## config.mk

```make
export PLATFORM = sky130hd
export DESIGN_NAME = tlb_page_table_translator_flat
export DESIGN_NICKNAME = d
export VERILOG_FILES = /design/src/design/tpt_pkg.sv /design/src/design/tpt_stream_if.sv /design/src/design/tlb_page_table_translator.sv /design/src/flat_wrapper.sv
export SDC_FILE = /design/constraint.sdc
export NUM_CORES = 2
export LEC_CHECK = 0
export BUFFER_PORTS_ARGS = -buffer_cell sky130_fd_sc_hd__buf_2
export CAP_MARGIN = 20
export CORE_UTILIZATION = 35
export DETAILED_ROUTE_END_ITERATION = 7
export HOLD_SLACK_MARGIN = 0.02
export PLACE_DENSITY = 0.53
export SLEW_MARGIN = 5
export SYNTH_ARGS = -nofsm -noshare
export SYNTH_HDL_FRONTEND = slang
export SYNTH_SLANG_ARGS = --single-unit
```

## constraint.sdc

```tcl
create_clock -name i_clk -period 7.4 [get_ports i_clk]
set_clock_uncertainty 0.15 [all_clocks]
set_input_delay 0.74 -clock i_clk [delete_from_list [all_inputs] [get_ports i_clk]]
set_output_delay 0.74 -clock i_clk [all_outputs]
set_load 0.01 [all_outputs]
```

## src/design/tpt_pkg.sv

```systemverilog
// ----------------------------------------------------------------------------
// tpt_pkg: shared constants and types for the TLB page-table translator
// Sizes of the TLB, the page map and the frame space, and the address split.
// ----------------------------------------------------------------------------
`default_nettype none

package tpt_pkg;

    localparam int TLB_ENTRIES = 16;
    localparam int PAGE_COUNT  = 256;
    localparam int FRAME_COUNT = 256;
    localparam int OFFSET_BITS = 8;

    localparam int ADDR_W   = 16;
    localparam int TOTAL_W  = 32;
    localparam int TLB_IDX_W = $clog2(TLB_ENTRIES);
    localparam int PAGE_W   = $clog2(PAGE_COUNT);
    localparam int FRAME_W  = $clog2(FRAME_COUNT);

    typedef logic [PAGE_W-1:0]      t_page;
    typedef logic [FRAME_W-1:0]     t_frame;
    typedef logic [TLB_IDX_W-1:0]   t_tlb_idx;
    typedef logic [OFFSET_BITS-1:0] t_offset;
    typedef logic [TOTAL_W-1:0]     t_total;

endpackage : tpt_pkg

`default_nettype wire

```

## src/design/tpt_stream_if.sv

```systemverilog
// ----------------------------------------------------------------------------
// tpt stream interfaces
// Valid/ready channels for address beats in and translation beats out.
// ----------------------------------------------------------------------------
`default_nettype none

interface tpt_in_if;
    logic        valid;
    logic        ready;
    logic [15:0] virtual_address;

    modport source (output valid, output virtual_address, input ready);
    modport sink   (input valid, input virtual_address, output ready);
endinterface : tpt_in_if

interface tpt_out_if;
    logic        valid;
    logic        ready;
    logic [15:0] physical_address;
    logic        tlb_hit;
    logic        map_fault;
    logic [31:0] hits_so_far;
    logic [31:0] faults_so_far;

    modport source (output valid, output physical_address, output tlb_hit,
                    output map_fault, output hits_so_far, output faults_so_far,
                    input ready);
    modport sink   (input valid, input physical_address, input tlb_hit,
                    input map_fault, input hits_so_far, input faults_so_far,
                    output ready);
endinterface : tpt_out_if

`default_nettype wire

```

## src/design/tlb_page_table_translator.sv

```systemverilog
// An accepted address beat is registered in r_va, with its page-map read in
// r_map_q; resolve writes its translation to the output register. Ready is
// high only in idle, so a new address waits until the last one is resolved.
// Resolve is held only while the output register holds a beat not yet taken.
// Reset clears the TLB and page-map valid bits, the FIFO pointer, the frame
// allocator and both totals; the page-map frames themselves are not cleared.
// ----------------------------------------------------------------------------
// tlb_page_table_translator
// Translates virtual addresses through a 16-slot FIFO-replaced TLB backed by
// a 256-entry page map with sequential frame allocation on a fault.
// ----------------------------------------------------------------------------
`default_nettype none

module tlb_page_table_translator
    import tpt_pkg::*;
(
    input  wire        i_clk,
    input  wire        i_rst_n,
    tpt_in_if.sink     i_in,
    tpt_out_if.source  o_out
);

    typedef enum logic [1:0] {
        S_IDLE    = 2'b01,
        S_RESOLVE = 2'b10
    } t_state;

    t_state r_state, n_state;

    // TLB in flip-flops, searched in parallel
    logic [TLB_ENTRIES-1:0] r_tlb_valid;
    t_page                  r_tlb_tag   [TLB_ENTRIES];
    t_frame                 r_tlb_frame [TLB_ENTRIES];
    t_tlb_idx               r_fifo_slot;

    // Page map: frames in a synchronous memory, valid bits in flip-flops
    t_frame                 map_mem [PAGE_COUNT];
    logic [PAGE_COUNT-1:0]  r_map_valid;
    t_frame                 r_map_q;

    t_frame   r_next_frame;
    t_total   r_hit_total;
    t_total   r_fault_total;

    logic [ADDR_W-1:0] r_va;

    // Output register
    logic              r_out_valid;
    logic [ADDR_W-1:0] r_out_pa;
    logic              r_out_hit;
    logic              r_out_fault;
    t_total            r_out_hits;
    t_total            r_out_faults;

    logic     in_acc;
    logic     finish;
    t_page    in_page;
    t_page    cur_page;
    t_offset  cur_offset;
    logic     hit;
    t_frame   hit_frame;
    logic     fault;
    t_frame   frame;
    t_total   n_hit_total;
    t_total   n_fault_total;

    assign i_in.ready = (r_state == S_IDLE);
    assign in_acc     = i_in.valid && i_in.ready;
    assign in_page    = i_in.virtual_address[OFFSET_BITS +: PAGE_W];
    assign cur_page   = r_va[OFFSET_BITS +: PAGE_W];
    assign cur_offset = r_va[OFFSET_BITS-1:0];

    // Lowest matching slot wins.
    always_comb begin
        hit       = 1'b0;
        hit_frame = '0;
        for (int i = TLB_ENTRIES - 1; i >= 0; i--) begin
            if (r_tlb_valid[i] && (r_tlb_tag[i] == cur_page)) begin
                hit       = 1'b1;
                hit_frame = r_tlb_frame[i];
            end
        end
    end

    always_comb begin
        fault = !hit && !r_map_valid[cur_page];
        if (hit) begin
            frame = hit_frame;
        end else if (fault) begin
            frame = r_next_frame;
        end else begin
            frame = r_map_q;
        end
        n_hit_total   = (hit && (r_hit_total != '1)) ? r_hit_total + 1'b1 : r_hit_total;
        n_fault_total = (fault && (r_fault_total != '1)) ?
                        r_fault_total + 1'b1 : r_fault_total;
    end

    assign finish = (r_state == S_RESOLVE) && (!r_out_valid || o_out.ready);

    always_comb begin
        n_state = r_state;
        case (r_state)
            S_IDLE: begin
                if (in_acc) n_state = S_RESOLVE;
            end
            S_RESOLVE: begin
                if (finish) n_state = S_IDLE;
            end
            default: n_state = S_IDLE;
        endcase
    end

    // The map read is taken only on an accepted beat, so it holds during a stall.
    always_ff @(posedge i_clk) begin
        if (finish && fault) begin
            map_mem[cur_page] <= r_next_frame;
        end
        if (in_acc) begin
            r_map_q <= map_mem[in_page];
        end
    end

    always_ff @(posedge i_clk) begin
        if (in_acc) begin
            r_va <= i_in.virtual_address;
        end
        if (finish && !hit) begin
            r_tlb_tag[r_fifo_slot]   <= cur_page;
            r_tlb_frame[r_fifo_slot] <= frame;
        end
        if (finish) begin
            r_out_pa     <= {frame, cur_offset};
            r_out_hit    <= hit;
            r_out_fault  <= fault;
            r_out_hits   <= n_hit_total;
            r_out_faults <= n_fault_total;
        end
    end

    always_ff @(posedge i_clk) begin
        if (!i_rst_n) begin
            r_state       <= S_IDLE;
            r_tlb_valid   <= '0;
            r_map_valid   <= '0;
            r_fifo_slot   <= '0;
            r_next_frame  <= '0;
            r_hit_total   <= '0;
            r_fault_total <= '0;
            r_out_valid   <= 1'b0;
        end else begin
            r_state <= n_state;
            if (finish) begin
                r_hit_total   <= n_hit_total;
                r_fault_total <= n_fault_total;
                if (!hit) begin
                    r_tlb_valid[r_fifo_slot] <= 1'b1;
                    if (r_fifo_slot == t_tlb_idx'(TLB_ENTRIES - 1)) begin
                        r_fifo_slot <= '0;
                    end else begin
                        r_fifo_slot <= r_fifo_slot + 1'b1;
                    end
                end
                if (fault) begin
                    r_map_valid[cur_page] <= 1'b1;
                    if (r_next_frame == t_frame'(FRAME_COUNT - 1)) begin
                        r_next_frame <= '0;
                    end else begin
                        r_next_frame <= r_next_frame + 1'b1;
                    end
                end
            end
            if (finish) begin
                r_out_valid <= 1'b1;
            end else if (o_out.ready) begin
                r_out_valid <= 1'b0;
            end
        end
    end

    assign o_out.valid            = r_out_valid;
    assign o_out.physical_address = r_out_pa;
    assign o_out.tlb_hit          = r_out_hit;
    assign o_out.map_fault        = r_out_fault;
    assign o_out.hits_so_far      = r_out_hits;
    assign o_out.faults_so_far    = r_out_faults;

endmodule : tlb_page_table_translator

`default_nettype wire

```

## src/flat_wrapper.sv

```systemverilog
// flat-port wrapper written by rule: the top's interface ports become plain ports
module tlb_page_table_translator_flat import tpt_pkg::*;
  (i_clk, i_rst_n, i_in_valid, i_in_virtual_address, i_in_ready, o_out_valid, o_out_physical_address, o_out_tlb_hit, o_out_map_fault, o_out_hits_so_far, o_out_faults_so_far, o_out_ready);
  tpt_in_if i_in_i ();
  tpt_out_if o_out_i ();
  input  wire i_clk;
  input  wire i_rst_n;
  input wire logic [$bits(i_in_i.valid)-1:0] i_in_valid;
  input wire logic [$bits(i_in_i.virtual_address)-1:0] i_in_virtual_address;
  output wire logic [$bits(i_in_i.ready)-1:0] i_in_ready;
  output wire logic [$bits(o_out_i.valid)-1:0] o_out_valid;
  output wire logic [$bits(o_out_i.physical_address)-1:0] o_out_physical_address;
  output wire logic [$bits(o_out_i.tlb_hit)-1:0] o_out_tlb_hit;
  output wire logic [$bits(o_out_i.map_fault)-1:0] o_out_map_fault;
  output wire logic [$bits(o_out_i.hits_so_far)-1:0] o_out_hits_so_far;
  output wire logic [$bits(o_out_i.faults_so_far)-1:0] o_out_faults_so_far;
  input wire logic [$bits(o_out_i.ready)-1:0] o_out_ready;
  assign i_in_i.valid = i_in_valid;
  assign i_in_i.virtual_address = i_in_virtual_address;
  assign i_in_ready = i_in_i.ready;
  assign o_out_valid = o_out_i.valid;
  assign o_out_physical_address = o_out_i.physical_address;
  assign o_out_tlb_hit = o_out_i.tlb_hit;
  assign o_out_map_fault = o_out_i.map_fault;
  assign o_out_hits_so_far = o_out_i.hits_so_far;
  assign o_out_faults_so_far = o_out_i.faults_so_far;
  assign o_out_i.ready = o_out_ready;
  tlb_page_table_translator u_core (.i_clk(i_clk), .i_rst_n(i_rst_n), .i_in(i_in_i), .o_out(o_out_i));
endmodule
```

==> metrics.txt <==
Cell Area, Placed 0.118 mm^2; Worst Hold Class in2reg; met1 usage 27.5%; Peak VDD IR 0.000168 V; crit-path max FO 94; Worst R2R Start u_core.r_va[9]; sequential-to-total area share from yosys stat 71.1%; Static Leak 39.4 nW; die span in x 567 um; reg2reg end u_core.map_mem[6][1]; top_reg_cell synth edfxtp_1; pwr dens 257 mW/mm^2; Post-Syn Nets 5938; share of cells above drive strength 1 29.3%; Cells on Worst Hold Path 2; crit share post-route 80.4%; WP buf/inv 2; PortBufs 103; clock sink count 2761; # rows 207; Synth-to-Final Area Change 14.8%; Slew Viols, Final 0; total negative slack 0 ns; grt peak-use layer met2; critical path class reg2reg; area of the multi-input gates 0.0305 mm^2; R2R depth 10; clock root cell clkbuf_16; FF+latch area 0.0794 mm^2; Remaining DRCs 0; Initial DRC Count 6549; synthesized flop and latch total 2761; aggregate global routing overflow 0; Nets 6186; first-pass GRT wire length 445 mm; WP data required 7.78 ns; CTS tree yes; CTS H-Tree Depth 5; most frequent CP cell nor3_1; relative slew slack 20.2%; critical path arrival 6.33 ns; FILL cells 27900; Total Die Area 0.322 mm^2; Worst path max stage delay 0.95 ns; status finished clean; routing usage on met2 29.1%; First-pass DRT Iterations 6; fmax 168 MHz; average size of a mapped cell 18.9 um^2; WL final 307 mm; Inserted Clock Buffers 301; Mapped Cells 5911; # setup viols final 0; Critical Path Slowest Stage Cell nor3_1; largest net degree at the start of global routing 208; Routed wire per std cell 29.0 um; RSZ-0062 raised after global routing no; clk_lat worst skew 0.91 ns; Worst-path clk slew 0.06 ns; GRT Util Overall 18.8%; async set-or-reset flop fraction in the synthesized netlist 0%; max-cap violation count 0; Yosys cell types 80; Slew @ Worst Pin 1.20 ns; final instance area 0.128 mm^2; Post-DP HPWL 181 mm; post_cts resized 0; vias in the first global route 58700; initial antenna violation count 20; Worst Hold End u_core.r_tlb_valid[14]; via count 59200; DR vias/cell 5.59; CP delay by family, top simple AND/OR/NAND/NOR gates; Initial Utilization 35.2%; CP Launch Type flip-flop; grt met3 use 3.38%; count of final hold-check violations 0; Post-DRT Antenna Nets 0; worst hold start i_rst_n; Die Y-Extent 567 um; reg-to-reg slack, setup 1.45 ns; CP Capture Type flip-flop; deepest clock path buffer count 4; GPL Wtd Cong 0.825; Synth Warn # 0; EDFF count, synth 2410; crit path time final 5.95 ns; CP Cell Sequence buf_12, mux4_2, mux2_2, o22ai_1, nor3_1, a311o_1, o31ai_4, nand2_8, buf_4, nor3_1; total core area 0.318 mm^2; io pins 104; Cell Area, Synth 0.112 mm^2
==> power by group <==
group / switching (mW) / total (mW) / internal [mW]
Clock: 6.30 / 15.2 / 8.95
Sequential: 0.0160 / 16.8 / 16.7
Combinational: 0.664 / 0.946 / 0.282
Total: 6.98 / 32.9 / 26.0
==> repair_timing <==
action | in CTS | in global routing
hold endpoints to repair | 10 | 0
hold buffers | 10 | 0
buffers inserted | 0 | 0
==> stage by stage <==
step	worst slack [ns]	hold slack, ns	power (mW)	utilization, %	instances
6_report	1.45	0.0859	32.9	40.4	10600
5_1_grt	1.28	0.0764	33.9	40.4	10600
4_1_cts	1.32	0.0542	33.3	40.2	10500
3_5_place_dp	1.34	0.255	18.0	37.0	9917
3_3_place_gp	1.47	0.251	18.0	37.0	9915
2_1_floorplan	2.04	0.250	17.7	-	5911
==> worst max-delay path by stage <==
stage	from	endpoint	slack, ns	cells after the start
after floorplan	u_core.r_next_frame[2]	u_core.r_next_frame[3]	2.04	6
after global placement	u_core.r_va[9]	u_core.map_mem[3][2]	1.47	9
after detailed placement	u_core.r_va[11]	u_core.map_mem[3][2]	1.34	10
after CTS	u_core.r_va[11]	u_core.map_mem[3][4]	1.32	10
after global routing	u_core.r_va[13]	u_core.map_mem[70][5]	1.28	10
final	u_core.r_va[9]	u_core.map_mem[6][1]	1.45	10
==> sequential cells by signal (all words and copies together) (netlist names) <==
signal and flops:
u_core.r_tlb_valid 16, u_core.o_out.map_fault 1, u_core.r_map_valid 256, u_core.r_hit_total 32, u_core.o_out.valid 1, u_core.r_state 2, u_core.r_va 16, u_core.map_mem 2048
u_core.r_next_frame 8, u_core.r_map_q 8, u_core.r_tlb_tag 128, u_core.o_out.physical_address 16, u_core.r_fifo_slot 4, u_core.o_out.faults_so_far 32, u_core.r_tlb_frame 128, u_core.r_fault_total 32
u_core.o_out.tlb_hit 1, u_core.o_out.hits_so_far 32
==> logic make-up (layout without fill, tap and decap cells) <==
kind of cell	after synthesis	after routing	synth area share, %
AOI/OAI and AO/OA	533	533	5.20
muxes	808	808	15.4
buffers and inverters	504	998	1.88
adders and majority gates	7	7	0.0784
DFF	2761	2761	71.1
other	0	7	0
xor gates and xnor gates	197	197	1.54
and+or+nand+nor	1101	1101	4.82
==> cells in the final DEF (no fill, tap or decap), types with 39 or more instances in the layout <==
master | Yosys | routed
buf_4 | 24 | 181
clkinv_1 | 1 | 59
mux4_2 | 730 | 730
a21oi_1 | 67 | 67
xnor2_1 | 108 | 108
mux2i_1 | 68 | 68
nor3_1 | 327 | 323
o41ai_2 | 220 | 220
nand2_1 | 371 | 358
o21ai_0 | 39 | 39
nand3_1 | 79 | 67
nand4_1 | 52 | 52
clkinv_2 | 0 | 45
edfxtp_1 | 2410 | 2410
buf_2 | 76 | 168
clkbuf_16 | 0 | 311
clkbuf_1 | 310 | 53
xor2_1 | 89 | 89
nor4_1 | 41 | 41
nor2_1 | 66 | 66
dfxtp_1 | 351 | 343
==> layout make-up <==
class / count / area share (%)
well taps: 4180 / 4.08
multi-input cells: 2646 / 23.7
clock buffers: 372 / 6.31
clock inverters: 177 / 1.50
repair buffers: 425 / 2.38
inverters: 24 / 0.0780
diodes: 7 / 0.0137
flip-flops and latches: 2761 / 61.9
==> cells in the mapped netlist, drive strengths merged (3+ instances only) <==
library cell,n,share of area (%)
and3,34,0.19
o41ai,243,3.4
inv,23,0.077
nor4,45,0.27
nand2,372,1.3
o211a,5,0.045
o21a,23,0.15
o221ai,3,0.024
dfxtp,351,6.3
o2111ai,4,0.031
mux2i,68,0.61
mux4,730,15
a211o,10,0.078
or3,20,0.11
nand4,52,0.29
xnor2,108,0.85
o311ai,12,0.094
or2,8,0.045
edfxtp,2410,65
a32o,16,0.14
mux2,10,0.10
nand3,79,0.35
a21oi,67,0.30
nor3,328,1.5
a31o,3,0.024
nor2b,16,0.092
or4,26,0.17
nor2,68,0.23
clkbuf,310,1.0
a211oi,10,0.067
o22ai,18,0.10
o211ai,7,0.047
o31ai,29,0.21
and4,5,0.039
o31a,6,0.047
a31oi,6,0.034
and2,13,0.073
a22oi,11,0.074
buf,170,0.76
xor2,89,0.70
ha,7,0.078
o21ai,41,0.18
nand2b,26,0.15
==> layer usage <==
| layer | vias up | wire length [um] |
|---|---|---|
| met4 | 6 | 6160 |
| li1 | 24900 | - |
| met2 | 2180 | 143000 |
| met5 | - | 45 |
| met1 | 31800 | 137000 |
| met3 | 364 | 20300 |
No activity file was read; power rests on OpenSTA's default activity.
